[src/rgb_rop_pkg.sv]
// Shared types, constants and channel helpers for the RGB565 raster operation unit.
`default_nettype none
package rgb_rop_pkg;

  localparam int unsigned PixW     = 16;
  localparam int unsigned FadeW    = 11;
  localparam int unsigned ModeW    = 3;
  localparam int unsigned CfgIdxW  = 2;
  localparam int unsigned CfgDataW = 16;

  // Raster operation codes; the two unused codes leave the destination alone.
  typedef enum logic [ModeW-1:0] {
    MODE_COPY    = 3'd0,
    MODE_KEYED   = 3'd1,
    MODE_BLEND   = 3'd2,
    MODE_FADE    = 3'd3,
    MODE_AVERAGE = 3'd4,
    MODE_CLEAR   = 3'd5
  } mode_e;

  // Register indexes on the configuration channel.
  localparam logic [CfgIdxW-1:0] CFG_FADE_FACTOR = 2'd0;
  localparam logic [CfgIdxW-1:0] CFG_KEY_COLOR   = 2'd1;

  localparam logic [FadeW-1:0] FADE_ONE  = 11'd1024;
  localparam logic [PixW-1:0]  KEY_RESET = 16'h07E0;

  // Word held after the front stage.
  typedef struct packed {
    logic [ModeW-1:0] mode;
    logic [PixW-1:0]  src;
    logic [PixW-1:0]  dst;
    logic [FadeW-1:0] fade;
    logic             key_hit;
  } s1_t;

  // Word held after the arithmetic stage.
  typedef struct packed {
    logic [ModeW-1:0] mode;
    logic [PixW-1:0]  src;
    logic [PixW-1:0]  dst;
    logic             key_hit;
    logic [PixW-1:0]  blend;
    logic [PixW-1:0]  average;
    logic [15:0]      fade_r;
    logic [15:0]      fade_g;
    logic [15:0]      fade_b;
  } s2_t;

  // Result word.
  typedef struct packed {
    logic [PixW-1:0] result_pixel;
    logic            write_enable;
  } res_t;

  // (S*8 >> 5) + (D*24 >> 5) on a 5-bit channel: S/4 + 3D/4.
  function automatic logic [4:0] quarter_mix5(input logic [4:0] s, input logic [4:0] d);
    logic [6:0] d3;
    d3 = {2'b00, d} + {1'b0, d, 1'b0};
    return {2'b00, s[4:2]} + d3[6:2];
  endfunction

  // Same blend on the 6-bit green channel.
  function automatic logic [5:0] quarter_mix6(input logic [5:0] s, input logic [5:0] d);
    logic [7:0] d3;
    d3 = {2'b00, d} + {1'b0, d, 1'b0};
    return {2'b00, s[5:2]} + d3[7:2];
  endfunction

endpackage
`default_nettype wire

[src/rgb_rop_if.sv]
// Valid/ready channel interfaces: pixel operation in, result out, configuration write.
`default_nettype none
interface rgb_rop_in_if;
  import rgb_rop_pkg::*;
  logic             valid;
  logic             ready;
  logic [ModeW-1:0] mode;
  logic [PixW-1:0]  src_pixel;
  logic [PixW-1:0]  dst_pixel;
  modport source (output valid, mode, src_pixel, dst_pixel, input ready);
  modport sink   (input valid, mode, src_pixel, dst_pixel, output ready);
endinterface

interface rgb_rop_out_if;
  import rgb_rop_pkg::*;
  logic            valid;
  logic            ready;
  logic [PixW-1:0] result_pixel;
  logic            write_enable;
  modport source (output valid, result_pixel, write_enable, input ready);
  modport sink   (input valid, result_pixel, write_enable, output ready);
endinterface

interface rgb_rop_cfg_if;
  import rgb_rop_pkg::*;
  logic                valid;
  logic                ready;
  logic [CfgIdxW-1:0]  index;
  logic [CfgDataW-1:0] data;
  modport source (output valid, index, data, input ready);
  modport sink   (input valid, index, data, output ready);
endinterface
`default_nettype wire

[src/rgb565_raster_op_unit.sv]
// Top level of the RGB565 raster operation unit: config registers and three-stage pipeline.
// Streaming per-pixel raster operation on RGB565 words. Each input word carries a
// mode, a source and a destination pixel; each produces exactly one result word
// (new destination pixel plus write enable) from the stage 3 register, in order.
// One word is taken per clock as long as the sink keeps ready high; the rate is set
// by the three register stages (key compare and fade clamp, the 6x11 fade
// multipliers with blend/average adders, and the mode select), each of which holds
// its word while the stage after it is full and stalled. The configuration channel
// is always ready; write fade_factor (index 0) and key_color (index 1) only while
// no word is in flight. A fade factor above 1024 acts as 1024.
`default_nettype none
module rgb565_raster_op_unit (
  input  wire logic    clk_i,
  input  wire logic    rst_ni,
  rgb_rop_cfg_if.sink  cfg_i,
  rgb_rop_in_if.sink   in_i,
  rgb_rop_out_if.source out_o
);
  import rgb_rop_pkg::*;

  logic [FadeW-1:0] fade_factor_q;
  logic [PixW-1:0]  key_color_q;

  logic s1_valid, s1_ready;
  logic s2_valid, s2_ready;
  logic s3_ready;
  s1_t  s1_word;
  s2_t  s2_word;
  res_t s3_word;

  // Configuration registers: accept every write, ignore unknown indexes.
  assign cfg_i.ready = 1'b1;

  always_ff @(posedge clk_i or negedge rst_ni) begin
    if (!rst_ni) begin
      fade_factor_q <= FADE_ONE;
      key_color_q   <= KEY_RESET;
    end else if (cfg_i.valid) begin
      if (cfg_i.index == CFG_FADE_FACTOR) begin
        fade_factor_q <= cfg_i.data[FadeW-1:0];
      end
      if (cfg_i.index == CFG_KEY_COLOR) begin
        key_color_q <= cfg_i.data;
      end
    end
  end

  // Stage 1: capture, clamp, key compare.
  rgb_rop_front u_front (
    .clk_i         (clk_i),
    .rst_ni        (rst_ni),
    .valid_i       (in_i.valid),
    .ready_o       (in_i.ready),
    .mode_i        (in_i.mode),
    .src_i         (in_i.src_pixel),
    .dst_i         (in_i.dst_pixel),
    .fade_factor_i (fade_factor_q),
    .key_color_i   (key_color_q),
    .valid_o       (s1_valid),
    .ready_i       (s2_ready),
    .word_o        (s1_word)
  );

  // Stage 2: multiply and add per channel.
  rgb_rop_arith u_arith (
    .clk_i   (clk_i),
    .rst_ni  (rst_ni),
    .valid_i (s1_valid),
    .ready_o (s2_ready),
    .word_i  (s1_word),
    .valid_o (s2_valid),
    .ready_i (s3_ready),
    .word_o  (s2_word)
  );

  // Stage 3: select by mode; this register drives the output channel.
  rgb_rop_pack u_pack (
    .clk_i   (clk_i),
    .rst_ni  (rst_ni),
    .valid_i (s2_valid),
    .ready_o (s3_ready),
    .word_i  (s2_word),
    .valid_o (out_o.valid),
    .ready_i (out_o.ready),
    .word_o  (s3_word)
  );

  assign out_o.result_pixel = s3_word.result_pixel;
  assign out_o.write_enable = s3_word.write_enable;

  assign s1_ready = s2_ready;

  // An accepted word always lands in stage 1.
  a_accept_fills_s1 : assert property (@(posedge clk_i) disable iff (!rst_ni)
    (in_i.valid && in_i.ready) |=> s1_valid)
    else $error("accepted word missing from stage 1");

  // A stalled stage 1 holds its word.
  a_s1_hold : assert property (@(posedge clk_i) disable iff (!rst_ni)
    (s1_valid && !s1_ready) |=> (s1_valid && $stable(s1_word)))
    else $error("stage 1 word lost during stall");

  // A stalled stage 2 holds its word.
  a_s2_hold : assert property (@(posedge clk_i) disable iff (!rst_ni)
    (s2_valid && !s3_ready) |=> (s2_valid && $stable(s2_word)))
    else $error("stage 2 word lost during stall");

endmodule
`default_nettype wire

[src/rgb_rop_front.sv]
// Front stage: capture the word, saturate the fade factor, compare against the key.
`default_nettype none
module rgb_rop_front (
  input  wire logic                          clk_i,
  input  wire logic                          rst_ni,
  input  wire logic                          valid_i,
  output logic                               ready_o,
  input  wire logic [rgb_rop_pkg::ModeW-1:0] mode_i,
  input  wire logic [rgb_rop_pkg::PixW-1:0]  src_i,
  input  wire logic [rgb_rop_pkg::PixW-1:0]  dst_i,
  input  wire logic [rgb_rop_pkg::FadeW-1:0] fade_factor_i,
  input  wire logic [rgb_rop_pkg::PixW-1:0]  key_color_i,
  output logic                               valid_o,
  input  wire logic                          ready_i,
  output rgb_rop_pkg::s1_t                   word_o
);
  import rgb_rop_pkg::*;

  logic valid_q;
  logic en;
  s1_t  word_d, word_q;

  assign en      = !valid_q || ready_i;
  assign ready_o = en;

  always_comb begin
    word_d.mode    = mode_i;
    word_d.src     = src_i;
    word_d.dst     = dst_i;
    // anything at or above one saturates to one
    word_d.fade    = fade_factor_i[FadeW-1] ? FADE_ONE : fade_factor_i;
    word_d.key_hit = (src_i == key_color_i);
  end

  always_ff @(posedge clk_i or negedge rst_ni) begin
    if (!rst_ni) begin
      valid_q <= 1'b0;
    end else if (en) begin
      valid_q <= valid_i;
    end
  end

  always_ff @(posedge clk_i) begin
    if (en && valid_i) begin
      word_q <= word_d;
    end
  end

  assign valid_o = valid_q;
  assign word_o  = word_q;
endmodule
`default_nettype wire

[src/rgb_rop_arith.sv]
// Arithmetic stage: fade products, quarter blend and half average per channel.
`default_nettype none
module rgb_rop_arith (
  input  wire logic             clk_i,
  input  wire logic             rst_ni,
  input  wire logic             valid_i,
  output logic                  ready_o,
  input  wire rgb_rop_pkg::s1_t word_i,
  output logic                  valid_o,
  input  wire logic             ready_i,
  output rgb_rop_pkg::s2_t      word_o
);
  import rgb_rop_pkg::*;

  logic valid_q;
  logic en;
  s2_t  word_d, word_q;

  assign en      = !valid_q || ready_i;
  assign ready_o = en;

  always_comb begin
    word_d.mode    = word_i.mode;
    word_d.src     = word_i.src;
    word_d.dst     = word_i.dst;
    word_d.key_hit = word_i.key_hit;
    word_d.blend   = {quarter_mix5(word_i.src[15:11], word_i.dst[15:11]),
                      quarter_mix6(word_i.src[10:5],  word_i.dst[10:5]),
                      quarter_mix5(word_i.src[4:0],   word_i.dst[4:0])};
    word_d.average = {{1'b0, word_i.src[15:12]} + {1'b0, word_i.dst[15:12]},
                      {1'b0, word_i.src[10:6]}  + {1'b0, word_i.dst[10:6]},
                      {1'b0, word_i.src[4:1]}   + {1'b0, word_i.dst[4:1]}};
    // fade scales the destination only
    word_d.fade_r  = {11'd0, word_i.dst[15:11]} * {5'd0, word_i.fade};
    word_d.fade_g  = {10'd0, word_i.dst[10:5]}  * {5'd0, word_i.fade};
    word_d.fade_b  = {11'd0, word_i.dst[4:0]}   * {5'd0, word_i.fade};
  end

  always_ff @(posedge clk_i or negedge rst_ni) begin
    if (!rst_ni) begin
      valid_q <= 1'b0;
    end else if (en) begin
      valid_q <= valid_i;
    end
  end

  always_ff @(posedge clk_i) begin
    if (en && valid_i) begin
      word_q <= word_d;
    end
  end

  assign valid_o = valid_q;
  assign word_o  = word_q;
endmodule
`default_nettype wire

[src/rgb_rop_pack.sv]
// Output stage: select the result for the mode and hold it for the sink.
`default_nettype none
module rgb_rop_pack (
  input  wire logic             clk_i,
  input  wire logic             rst_ni,
  input  wire logic             valid_i,
  output logic                  ready_o,
  input  wire rgb_rop_pkg::s2_t word_i,
  output logic                  valid_o,
  input  wire logic             ready_i,
  output rgb_rop_pkg::res_t     word_o
);
  import rgb_rop_pkg::*;

  logic valid_q;
  logic en;
  res_t word_d, word_q;

  assign en      = !valid_q || ready_i;
  assign ready_o = en;

  always_comb begin
    unique case (word_i.mode)
      MODE_COPY: begin
        word_d.result_pixel = word_i.src;
        word_d.write_enable = 1'b1;
      end
      MODE_KEYED: begin
        word_d.result_pixel = word_i.key_hit ? word_i.dst : word_i.src;
        word_d.write_enable = !word_i.key_hit;
      end
      MODE_BLEND: begin
        word_d.result_pixel = word_i.blend;
        word_d.write_enable = 1'b1;
      end
      MODE_FADE: begin
        // drop the ten fraction bits; products never pass the channel range
        word_d.result_pixel = {word_i.fade_r[14:10], word_i.fade_g[15:10],
                               word_i.fade_b[14:10]};
        word_d.write_enable = 1'b1;
      end
      MODE_AVERAGE: begin
        word_d.result_pixel = word_i.average;
        word_d.write_enable = 1'b1;
      end
      MODE_CLEAR: begin
        word_d.result_pixel = '0;
        word_d.write_enable = 1'b1;
      end
      default: begin
        word_d.result_pixel = word_i.dst;
        word_d.write_enable = 1'b0;
      end
    endcase
  end

  always_ff @(posedge clk_i or negedge rst_ni) begin
    if (!rst_ni) begin
      valid_q <= 1'b0;
    end else if (en) begin
      valid_q <= valid_i;
    end
  end

  always_ff @(posedge clk_i) begin
    if (en && valid_i) begin
      word_q <= word_d;
    end
  end

  assign valid_o = valid_q;
  assign word_o  = word_q;
endmodule
`default_nettype wire
[src/flat_wrapper.sv]
// flat-port wrapper written by rule: the top's interface ports become plain ports
module rgb565_raster_op_unit_flat import rgb_rop_pkg::*;
  (clk_i, rst_ni, cfg_i_valid, cfg_i_index, cfg_i_data, cfg_i_ready, in_i_valid, in_i_mode, in_i_src_pixel, in_i_dst_pixel, in_i_ready, out_o_valid, out_o_result_pixel, out_o_write_enable, out_o_ready);
  rgb_rop_cfg_if cfg_i_i ();
  rgb_rop_in_if in_i_i ();
  rgb_rop_out_if out_o_i ();
  input  wire logic clk_i;
  input  wire logic rst_ni;
  input wire logic [$bits(cfg_i_i.valid)-1:0] cfg_i_valid;
  input wire logic [$bits(cfg_i_i.index)-1:0] cfg_i_index;
  input wire logic [$bits(cfg_i_i.data)-1:0] cfg_i_data;
  output wire logic [$bits(cfg_i_i.ready)-1:0] cfg_i_ready;
  input wire logic [$bits(in_i_i.valid)-1:0] in_i_valid;
  input wire logic [$bits(in_i_i.mode)-1:0] in_i_mode;
  input wire logic [$bits(in_i_i.src_pixel)-1:0] in_i_src_pixel;
  input wire logic [$bits(in_i_i.dst_pixel)-1:0] in_i_dst_pixel;
  output wire logic [$bits(in_i_i.ready)-1:0] in_i_ready;
  output wire logic [$bits(out_o_i.valid)-1:0] out_o_valid;
  output wire logic [$bits(out_o_i.result_pixel)-1:0] out_o_result_pixel;
  output wire logic [$bits(out_o_i.write_enable)-1:0] out_o_write_enable;
  input wire logic [$bits(out_o_i.ready)-1:0] out_o_ready;
  assign cfg_i_i.valid = cfg_i_valid;
  assign cfg_i_i.index = cfg_i_index;
  assign cfg_i_i.data = cfg_i_data;
  assign cfg_i_ready = cfg_i_i.ready;
  assign in_i_i.valid = in_i_valid;
  assign in_i_i.mode = in_i_mode;
  assign in_i_i.src_pixel = in_i_src_pixel;
  assign in_i_i.dst_pixel = in_i_dst_pixel;
  assign in_i_ready = in_i_i.ready;
  assign out_o_valid = out_o_i.valid;
  assign out_o_result_pixel = out_o_i.result_pixel;
  assign out_o_write_enable = out_o_i.write_enable;
  assign out_o_i.ready = out_o_ready;
  rgb565_raster_op_unit u_core (.clk_i(clk_i), .rst_ni(rst_ni), .cfg_i(cfg_i_i), .in_i(in_i_i), .out_o(out_o_i));
endmodule
[config.mk]
export PLATFORM = sky130hd
export DESIGN_NAME = rgb565_raster_op_unit_flat
export DESIGN_NICKNAME = d
export VERILOG_FILES = /design/src/rgb_rop_pkg.sv /design/src/rgb_rop_if.sv /design/src/rgb565_raster_op_unit.sv /design/src/rgb_rop_front.sv /design/src/rgb_rop_arith.sv /design/src/rgb_rop_pack.sv /design/src/flat_wrapper.sv
export SDC_FILE = /design/constraint.sdc
export NUM_CORES = 1
export LEC_CHECK = 0
export ABC_AREA = 1
export BUFFER_PORTS_ARGS = -buffer_cell sky130_fd_sc_hd__buf_4
export CAP_MARGIN = 15
export CORE_UTILIZATION = 55
export CTS_BUF_LIST = sky130_fd_sc_hd__clkbuf_8
export DETAILED_ROUTE_END_ITERATION = 16
export MAX_ROUTING_LAYER = met4
export PLACE_DENSITY = 0.76
export SYNTH_ARGS = -nofsm -noshare
export SYNTH_HDL_FRONTEND = slang
export SYNTH_HIERARCHICAL = 1
export SYNTH_SLANG_ARGS = --single-unit
[constraint.sdc]
create_clock -name clk_i -period 6.55 [get_ports clk_i]
set_input_delay 0.655 -clock clk_i [delete_from_list [all_inputs] [get_ports clk_i]]
set_output_delay 0.655 -clock clk_i [all_outputs]
set_load 0.03 [all_outputs]
======== Yosys cells after proc, flatten, opt, wreduce, memory -nomap -nowiden ========
Index checks and enable logic that the tools add are counted.
operators by class
  $add $sub $neg .......................... 9
  multipliers ............................. 3
  eq/ne operators ......................... 7
  mux-type cells .......................... 3
  reductions and logical operators ........ 14
operator list
  cell                  number
  $pmux W17 S6          1
  $mul A5 B11 Y15       2
  $eq A16 B16 Y1        1
  $mul A6 B11 Y16       1
  $mux W16              1
  $add A5 B6 Y7         2
  $mux W11              1
  $add A3 B5 Y5         2
  $add A4 B4 Y5         2
  $add A6 B7 Y8         1
  $add A4 B6 Y6         1
  $add A5 B5 Y6         1
  $eq A3 B2 Y1 const B  2
  $eq A3 B3 Y1 const B  2
  $logic_not A1 Y1      4
  $reduce_and A2 Y1     2
  $eq A3 B1 Y1 const B  1
  $logic_and A1 B1 Y1   3
  $logic_not A3 Y1      1
  $logic_or A1 B1 Y1    3
  $eq A2 B1 Y1 const B  1
  $logic_not A2 Y1      1
word-level totals
  register bits ........................... 208
  input bits .............................. 58
  output and inout port bits .............. 20

======== Longest topological paths before layout ========
Gate-level depths: netlist of run 1.
  depth in word-level cells ............... 5
  gate-level depth with buffers ........... 18

======== Cells and area by module ========
The synthesis of run 1 kept the hierarchy.
modules (own cells, without submodules)
  module                 instances  cells each  area an instance (sq um)
  rgb_rop_arith          1          1,270       10,943.0
  rgb_rop_front          1          125         1,783.0
  rgb_rop_pack           1          264         1,720.4
  rgb565_raster_op_unit  1          123         1,189.9

======== Worst setup path before layout of run 1 ========
Ideal clock, no wire load.
  path kind ............................... in2reg
  start point ............................. in out_o_ready
  end point ............................... reg u_core.u_arith.word_q, in the netlist u_core/u_arith/word_o[0], enable pin
  setup time .............................. 629 ps
  arrival time ............................ 6,383 ps
  required time ........................... 5,921 ps
  path slack .............................. -462 ps
  stages .................................. 4
  path buffers ............................ 0
  path through ............................ inv_1 nand2_1 inv_1 a21oi_1
on the way
  cells in the longest elaborated chain, start to end .. 3
ends and longest elaborated chain
  element                    line                         RTL
  start, declared            flat_wrapper.sv:21           input wire logic [$bits(out_o_i.ready)-1:0] out_o_ready;
  $logic_or A1 B1 Y1         rgb_rop_pack.sv:19           assign en = !valid_q || ready_i;
  named net u_core.s3_ready  rgb565_raster_op_unit.sv:26  logic s3_ready;
  $logic_or A1 B1 Y1         rgb_rop_arith.sv:19          assign en = !valid_q || ready_i;
  $logic_and A1 B1 Y1        rgb_rop_arith.sv:48          if (en && valid_i) begin
  end signal, assigned       rgb_rop_arith.sv:49          word_q <= word_d;
  end, declared              rgb_rop_arith.sv:17          s2_t word_d, word_q;
The timed path passes the listed nets, and every way through them passes these cells.
A chain may end at the register's enable or synchronous reset.

==> results of run 1 <==
==> power breakdown <==
group | switching [mW] | leakage, nW | internal, mW
registers | 0.179 | 1.79 | 1.48
clock network | 0.503 | 0.213 | 0.301
logic | 1.10 | 6.33 | 0.652
==> flip-flops by register name, summed over array words and instances (netlist names) <==
register / flops
u_core/u_front/word_o: 47
u_core/u_front/valid_o: 1
u_core/u_arith/word_o: 84
u_core/key_color_q: 16
u_core/fade_factor_q: 11
u_core/u_pack/word_o: 17
u_core/u_pack/valid_o: 1
u_core/u_arith/valid_o: 1
==> routing by layer <==
metal  global-route usage, %  share of wire (%)  wire length, microns
met2                    42.5                 49                 15800
met3                    4.14                6.6                  2130
met4                    11.0                3.1                  1010
met1                    31.2                 41                 13100
met5                       -                  0                     0
==> layout by cell type (no fill, tap or decap), types with 3 or more instances in the layout <==
cell type  count
a21oi_1       32
dfstp_2        7
nor2_1        66
clkinv_8       6
fa_1          99
nor2_2         4
xor2_1        23
buf_4         81
dfrtp_1       23
a21oi_2        4
ha_1         108
o21bai_1       6
clkinv_4       3
xnor2_1       16
a31oi_1        3
o21ai_1        3
nand3_1      106
nand2_1      505
clkbuf_8      17
nand4_1       61
nand2_2        7
inv_8          3
inv_2          3
edfxtp_1     148
inv_1        347
o21ai_0       16
==> layout make-up <==
type	count	area share (%)
clock inverter	15	1.30
tap	330	2.69
timing repair buffer	81	3.97
multi-input combinational	1076	47.9
clock buffer	17	1.53
inverter	352	8.65
sequential	178	33.9
==> worst paths after layout <==
kind,endpoint,slack (ns),from,cells after the start
max,u_core/u_arith/word_o[29],2.64,u_core/u_front/word_o[20],14
min,u_core/key_color_q[0],0.06,rst_ni,1
max reg2reg,u_core/u_arith/word_o[29],2.64,u_core/u_front/word_o[20],14
min reg2reg,u_core/u_arith/word_o[113],0.43,u_core/u_front/word_o[44],0
max in group asynchronous,u_core/fade_factor_q[10],6.15,rst_ni,1
min in group clk_i,u_core/u_front/word_o[17],0.33,in_i_dst_pixel[5],1
==> worst max-delay path, cell delays in order, from the launching register on <==
cell      delay [ns]
edfxtp_1        0.80
nand2_1         0.12
inv_1           0.10
fa_1            0.44
fa_1            0.55
inv_1           0.05
fa_1            0.53
inv_1           0.04
ha_1            0.35
a21oi_2         0.19
nor2_1          0.05
o21ai_0         0.23
nand3_1         0.11
nand2_1         0.08
nand2_1         0.05
==> stage by stage <==
step                      hold WS [ns]  power [mW]  cells  utilization, %
after global routing            0.0617        4.54   2049            60.5
after detailed placement         0.405        3.43   2017            58.8
after global placement           0.405        3.37   2017            58.8
after floorplan                  0.359        2.97   1678               -
final                           0.0610        4.22   2049            60.5
after CTS                       0.0486        4.24   2049            60.5
==> impl_metrics.ini, run 1 <==
[global_routing]
grt_max_degree = 53
grt_pass1_vias = 10800
grt_pass1_wl_mm = 51.4
grt_usage_pct = 25.7
overflow = 0
antenna_found_initial = 0

[yosys]
syn-mean-instance-area_sq_um = 8.51
syn_area_sq_um = 14300
yosys_warnings = 6
syn-num-nets = 1943
synthCells = 1678

[drt]
dr.first_iter.drc_count = 945
ant_nets = 0
wl_per_cell_microns = 15.6
drtPass1Iterations = 6
vias_per_cell = 5.35
dr_total_vias = 11000
drc = 0
drt-total-wl_mm = 32.1

[floorplanning]
die_w_microns = 163
start_util_pct = 56.4
die_area_sq_um = 26600
die_height_microns = 163
ioPinCount = 78
rows = 58
core-area_sq_um = 25300

[finish]
drive_above_1_share_pct = 8.84
nets = 1971
postLayoutCellArea_sq_um = 15300
multi_input_area_sq_um = 7350
fill_cells = 2157
n_antenna_cell = 0
regArea_sq_um = 5200
area_delta_synth_final_pct = 7.39

[clocking]
path_clk_slew_ns = 0.12
h-tree-depth = 4
cts_buffers = 17
cts-resized-gates = 0
cts_sinks = 178
cts_setup_buffers = 0
hold_buffers = 0
cts_tree = done
cts_buffer_depth = 2
root_buffer = clkbuf_8
clk_latency_ns = 0.49

[placed_design]
place_ws_ns = 2.65
post-dp-hpwl_mm = 24.0
numPortBuffers = 76
place_area_sq_um = 14900
globalplace.congestion = 0.874

[timing]
fin_crit_ns = 3.91
grt_setup_unrepaired = no
finalHoldViolCount = 0
tightest_slew_ns = 1.12
setup_tns_ns = 0
worst_slack_ns = 2.64
slew_headroom_pct = 25.3
slew_viol_final = 0
skew_ns = 0.0339
fmax_mhz = 255
finalSetupViolations = 0
fin_crit_sh_pct = 59.8

[power]
power.leakage_nw = 8.34
peakVddDrop_v = 0.000132
power_density_nw_per_um2 = 275

[critical_path]
crit_required_ns = 6.81
worstPathArrival_ns = 4.17
startpoint_type = register
cp-end-kind = register
critical_path_class = reg2reg
crit_fanout = 15

[min_path]
hold_path_class = in2async

[run_status]
status = completed

[run]
max_cap_viol_count = 0
Note: power is estimated with default switching activity, not from simulation.
==> run 2: changes to the inputs <==
clock period = 3.35 ns   (was 6.55 ns; I/O delays follow)
==> run 2 against run 1 <==
Against the previous run:
- the run now ends with setup timing left
- clock power is 100% higher
- worst hold slack worse by 0.036 ns
- via count is 2.8% higher
- final area is 11% higher
- maximum frequency is 10% higher
- power is 140% higher
- global-route usage is 1.6 points higher
- count of clock-buffer cells in the layout stayed put
==> impl_metrics.ini, run 2 (synthesis gave the netlist of run 1 again) <==
[run_status]
status = complete, but fails checks
violations = setup timing

[power]
power_mw = 9.95
power.leakage_nw = 8.84
power_density_nw_per_um2 = 586
peakVddDrop_v = 0.000369

[critical_path]
cp_slowest_cell = fa_1
crit_required_ns = 3.58
cp_num_buf_inv = 5
worstPathCellList = buf_4 -> nand2_1 -> inv_1 -> fa_1 -> fa_1 -> inv_1 -> fa_1 -> inv_2 -> ha_4 -> nand2_4 -> nor2_4 -> buf_6 -> nand3_4 -> nand4_1 -> nand2_1
regToRegSetupSlack_ns = -0.20
crit_fanout = 6
cp-end-kind = register
critical_path.top_delay_family = adder cells
startpoint_type = register
cp_common_cell = fa_1
critical_path_class = reg2reg
max_stage_delay_ns = 0.53
worstPathArrival_ns = 3.79

[floorplanning]
start_util_pct = 56.4
die_w_microns = 163
core-area_sq_um = 25300
die_height_microns = 163
rows = 58
ioPinCount = 78
die_area_sq_um = 26600

[min_path]
hold_path_class = in2reg

[timing]
setup_tns_ns = -1.82
finalHoldViolCount = 0
fmax_mhz = 281
tightest_slew_ns = 0.995
fin_crit_ns = 3.55
worst_slack_ns = -0.203
grt_setup_unrepaired = yes
skew_ns = 0.0300
finalSetupViolations = 16
slew_headroom_pct = 33.7
slew_viol_final = 0
fin_crit_sh_pct = 106

[finish]
postLayoutCellArea_sq_um = 17000
drive_above_1_share_pct = 22.1
area_delta_synth_final_pct = 18.8
multi_input_area_sq_um = 8170
regArea_sq_um = 5200
largest_reg_flops = 84
n_antenna_cell = 0
nets = 2061
final_common_cell = nand2_1
final_cell_mix = 469 x nand2_1, 309 x inv_1, 150 x buf_4, 148 x edfxtp_1, 93 x nand3_1
fill_cells = 1983

[global_routing]
grt_max_degree = 85
overflow = 0
grt_pass1_wl_mm = 55.0
grt_usage_pct = 27.3
antenna_found_initial = 0
grt_pass1_vias = 11500

[clocking]
cts_tree = done
path_clk_slew_ns = 0.13
cts_buffers = 17
h-tree-depth = 4
root_buffer = clkbuf_8
clk_latency_ns = 0.49
cts_sinks = 178
cts_buffer_depth = 2

[drt]
drt-total-wl_mm = 33.6
vias_per_cell = 5.26
drc = 0
dr.first_iter.drc_count = 1059
wl_per_cell_microns = 15.7
ant_nets = 0
drtPass1Iterations = 8
dr_total_vias = 11300

[placed_design]
globalplace.congestion = 0.875
numPortBuffers = 76
post-dp-hpwl_mm = 24.8
place_area_sq_um = 15700

[run]
max_cap_viol_count = 0
run 2: per-layer routing:
layer	global-route usage (%)	wire [microns]	part of all wire (%)	up-vias
li1	-	-	-	5427
met1	33.3	13500	40	5324
met2	46.0	16900	50	435
met3	4.04	2280	6.8	72
met4	9.73	974	2.9	0
met5	-	0	0	-
run 2: timing repair:
item,in CTS,in global routing
pin swaps,57,51
hold buffers,4,0
gates resized for setup,91,90
setup endpoints to repair,16,16
setup buffers,21,4
hold endpoints to repair,26,0
gates cloned,0,0
run 2: layout make-up:
class | count | share of cell area, %
Clock inverter | 15 | 1.28
Timing Repair Buffer | 171 | 8.26
Tap cell | 330 | 2.43
Clock buffer | 17 | 1.38
Multi-Input combinational cell | 1076 | 48.2
Sequential cell | 178 | 30.7
Inverter | 352 | 7.82
run 2: where the power goes:
part	internal [mW]	switching, mW	total (mW)
logic	2.18	3.03	5.21
registers	2.90	0.233	3.13
clock network	0.604	1.00	1.61
run 2: final timing paths:
check                                              to  cells past startpoint                      start
setup / recovery            u_core/u_arith/word_o[30]                     15  u_core/u_front/word_o[20]
max in group asynchronous       u_core/key_color_q[9]                      2                     rst_ni
hold reg to reg            u_core/u_arith/word_o[113]                      0  u_core/u_front/word_o[44]
min in group asynchronous       u_core/key_color_q[0]                      2                     rst_ni
setup reg to reg            u_core/u_arith/word_o[30]                     15  u_core/u_front/word_o[20]
hold / removal              u_core/u_front/word_o[46]                      1               in_i_mode[2]
run 2: metrics by stage:
stage                     utilization (%)  instances  worst slack (ns)  hold WS (ns)
after floorplan                         -       1678            -0.211        0.0394
after global placement               62.0       2078            -0.270         0.282
after detailed placement             62.0       2078            -0.322         0.284
after CTS                            65.8       2135            -0.200       0.00575
after global routing                 67.0       2139            -0.298       0.00312
final                                67.0       2139            -0.203        0.0255
run 2: worst reg2reg max path: cells and delay by family, from the launching register on:
| kind | cells | cell delay [ns] |
|---|---|---|
| AND/OR/NAND/NOR | 6 | 0.52 |
| flip-flops | 1 | 0.47 |
| adder cells (fa/ha/maj) | 4 | 1.85 |
| buffers and inverters | 5 | 0.46 |
